<file path="src/rtl/lrupr_ram.sv">
module lrupr_ram #(
  parameter int WIDTH = 8,
  parameter int DEPTH = 16,
  localparam int AW   = $clog2(DEPTH)
) (
  input  logic             clk,
  input  logic             we,
  input  logic [AW-1:0]    waddr,
  input  logic [WIDTH-1:0] wdata,
  input  logic             re,
  input  logic [AW-1:0]    raddr,
  output logic [WIDTH-1:0] rdata
);

  logic [WIDTH-1:0] mem [DEPTH];

  always_ff @(posedge clk) begin
    if (we) begin
      mem[waddr] <= wdata;
    end
    if (re) begin
      rdata <= mem[raddr];
    end
  end

endmodule

</file>
<file path="config.mk">
export PLATFORM = sky130hd
export DESIGN_NAME = lrupr_ram
export DESIGN_NICKNAME = d
export VERILOG_FILES = /design/src/rtl/lrupr_ram.sv
export SDC_FILE = /design/constraint.sdc
export NUM_CORES = 1
export LEC_CHECK = 0
export ABC_AREA = 1
export BUFFER_PORTS_ARGS = -buffer_cell sky130_fd_sc_hd__buf_2
export CAP_MARGIN = 5
export CORE_MARGIN = 3
export CORE_UTILIZATION = 25
export DETAILED_ROUTE_END_ITERATION = 12
export GPL_TIMING_DRIVEN = 0
export PLACE_DENSITY = 0.46
export RECOVER_POWER = 25
export SLEW_MARGIN = 20
export SYNTH_ARGS = -nofsm -noshare
export SYNTH_HDL_FRONTEND = slang
export SYNTH_SLANG_ARGS = --single-unit
</file>
<file path="constraint.sdc">
create_clock -name clk -period 3.1 [get_ports clk]
set_clock_uncertainty 0.2 [all_clocks]
set_input_delay 0.31 -clock clk [delete_from_list [all_inputs] [get_ports clk]]
set_output_delay 0.31 -clock clk [all_outputs]
set_load 0.05 [all_outputs]
</file>
==> impl_metrics.env <==
export IMPL_fin_total_pwr_mw=4.47
export IMPL_worstSetupStartpoint="waddr[3]"
export IMPL_route_detailed_wl_per_inst_um=16.6
export IMPL_holdCritPathClass="in -> reg"
export IMPL_yosys_most_used_dff="edfxtp_1"
export IMPL_startpoint_type="input port"
export IMPL_synth_area_per_cell_um2=10.6
export IMPL_grt_use_total_pct=12.4
export IMPL_syn_instance_count=551
export IMPL_finish_net_count=612
export IMPL_grt_setup_unrepaired="false"
export IMPL_flow_area_growth_from_synthesis_pct=19.0
export IMPL_power_static_leakage_nw=2.90
export IMPL_final_hold_viol_count=0
export IMPL_synthesis_nets=570
export IMPL_globalRouteOverflowTotal=0
export IMPL_drt_total_wl_um=15200
export IMPL_timing_max_cap_violations=0
export IMPL_timing_setup_tns_ns=0
export IMPL_coreArea_um2=22800
export IMPL_drt_pass1_iterations=5
export IMPL_gpl_final_weighted_congestion=0.869
export IMPL_num_antenna_cells=0
export IMPL_path_buf_inv=1
export IMPL_post_route_util_pct=30.5
export IMPL_ys_top_cells_by_area="edfxtp_1 (70%), nand2_1 (11%), nand3_1 (8.3%)"
export IMPL_io_count=27
export IMPL_synth_seq_cells=136
export IMPL_maxSlewHeadroom_pct=31.4
export IMPL_worst_slew_pin_transition_ns=1.03
export IMPL_synth_edf_count=136
export IMPL_antenna_violations_before_repair=0
export IMPL_grt_first_pass_wirelength_um=23200
export IMPL_dpl_hpwl_um=10300
export IMPL_final_max_slew_viol_count=0
export IMPL_crit_family="simple AND/OR/NAND/NOR gates"
export IMPL_cell_area_after_technology_mapping_um2=5850
export IMPL_portBuffers=23
export IMPL_worst_setup_path_end_kind="flip-flop"
export IMPL_placement_rows=55
export IMPL_total_of_hold_buffers_inserted_after_clock_tree_synthesis=0
export IMPL_place_detailed_instances=887
export IMPL_clkLatencyLatePin_ns=0.43
export IMPL_cts_htree_levels=4
export IMPL_cp_slowest_stage_delay_ns=0.83
export IMPL_worst_path_max_delay_cell="nor2_1"
export IMPL_critical_path_cell_chain="buf_2, nand3b_1, nor2_1"
export IMPL_max_freq_mhz=590
export IMPL_ff2ff_setup_slack_ns=1.71
export IMPL_fp_dieH_um=159
export IMPL_synth_yosys_seq_area_share_pct=69.8
export IMPL_synthesis_yosys_warnings=0
export IMPL_power_per_cell_area_nw_per_um2=642
export IMPL_criticalPathCategory="in -> reg"
export IMPL_number_of_buffers_added_by_the_clock_tree_synthesis_step=17
export IMPL_yosys_cell_count_top_type="nand2_1"
export IMPL_drc=0
export IMPL_timing_reg2reg_worst_path_depth=6
export IMPL_count_of_non_filler_cells_in_the_finished_layout=918
export IMPL_drt_vias_per_instance=4.21
export IMPL_run_status="finished clean"
export IMPL_drive_above_1_share_pct=11.6
export IMPL_fin_crit_sh_pct=54.7
export IMPL_floorplan_initialDensity_pct=25.7
export IMPL_tritoncts="built"
export IMPL_r2r_start="mem[7][5]$_DFFE_PP_"
export IMPL_die_area_um2=25300
export IMPL_clock_sink_count=136
export IMPL_finalWorstSetupSlack_ns=1.41
export IMPL_synth_largest_area_cell="edfxtp_1"
export IMPL_report_final_setup_viol=0
export IMPL_worst_path_stages=3
export IMPL_netlist_cell_type_count=11
export IMPL_clock_tree_root_cell="clkbuf_16"
export IMPL_crit_path_max_fanout=8
export IMPL_yosys_top_cells_count="nand2_1 (173), edfxtp_1 (136), inv_1 (100)"
export IMPL_min_period_ns=1.69
export IMPL_cts_resized=0
export IMPL_n_fill_cell=2319
export IMPL_first_global_vias=3799
export IMPL_timing_critical_path_to="mem[5][5]$_DFFE_PP_"
export IMPL_dpl_worst_slack_ns=0.980
export IMPL_drt_iter0_drc=382
export IMPL_cts_path_max_buffers=2
export IMPL_postCtsSetupBuffers=0
export IMPL_grt_start_max_net_pins=17
export IMPL_critical_path_reg2reg_endpoint="rdata[5]$_DFFE_PP_"
export IMPL_die_w_um=159
export IMPL_antenna_violating_nets_post_route=0
export IMPL_required_ns=2.93
export IMPL_async_reset_ff_share_pct=0
export IMPL_yosysTopAreaCellShare_pct=69.8
export IMPL_power_ir_vdd_worst_mv=0.352
export IMPL_path_clk_slew_ns=0.06
export IMPL_cp_arrival_ns=1.53
export IMPL_via_count=3864
state kept, by name, summed over array words and instances (netlist names):
register and flops:
mem 128, rdata 8
area by class of cell:
cell class,instances,area [µm²],area share [%]
clock buffer,19,433,6.22
tap,313,392,5.63
buffer,24,166,2.39
sequential,136,4080,58.7
multi-input combinational,289,1210,17.4
inverter,102,383,5.50
clock inverter,12,178,2.55
timing repair buffer,23,108,1.55
routing by layer:
layer | track usage [%] | part of all wire, %
met4 | 5.13 | 2.2
met5 | 0 | 0
met1 | 17.0 | 47
met3 | 2.32 | 4.2
met2 | 19.5 | 46
cells by family after synthesis:
logic type	Yosys count	synth area share (%)
buffers and inverters	126	9.39
flip-flops	136	69.8
AND/OR/NAND/NOR	289	20.8
through the flow:
step | hold WS (ns) | cell area [µm²]
2_1_floorplan | 0.209 | 5850
3_3_place_gp | 0.442 | 6350
3_5_place_dp | 0.451 | 6350
4_1_cts | 0.0130 | 6960
5_1_grt | 0.0975 | 6960
6_report | 0.103 | 6960
power breakdown:
group / internal (mW) / total [mW] / switching [mW]
Combinational: 0.0762 / 0.303 / 0.226
Sequential: 2.07 / 2.08 / 0.00904
Clock: 1.34 / 2.08 / 0.745
layout by cell type, fill, tap and decap left out, drive strengths merged:
master    netlist  routed
buf            24      41
bufinv          0       4
clkbuf          0      25
clkinv          0       5
clkinvlp        0       3
edfxtp        136     136
inv           102     102
nand2         173     173
nand3          97      97
nand3b          2       2
nor2           17      17
worst min-delay path by stage:
stage	depth (start not counted)	start	endpoint
detailed placement	1	re	rdata[7]$_DFFE_PP_
floorplan	0	wdata[0]	mem[0][0]$_DFFE_PP_
global route	1	re	rdata[7]$_DFFE_PP_
CTS	1	re	rdata[0]$_DFFE_PP_
global placement	1	re	rdata[0]$_DFFE_PP_
finish	1	re	rdata[4]$_DFFE_PP_
(Power assumes the default switching activity.)
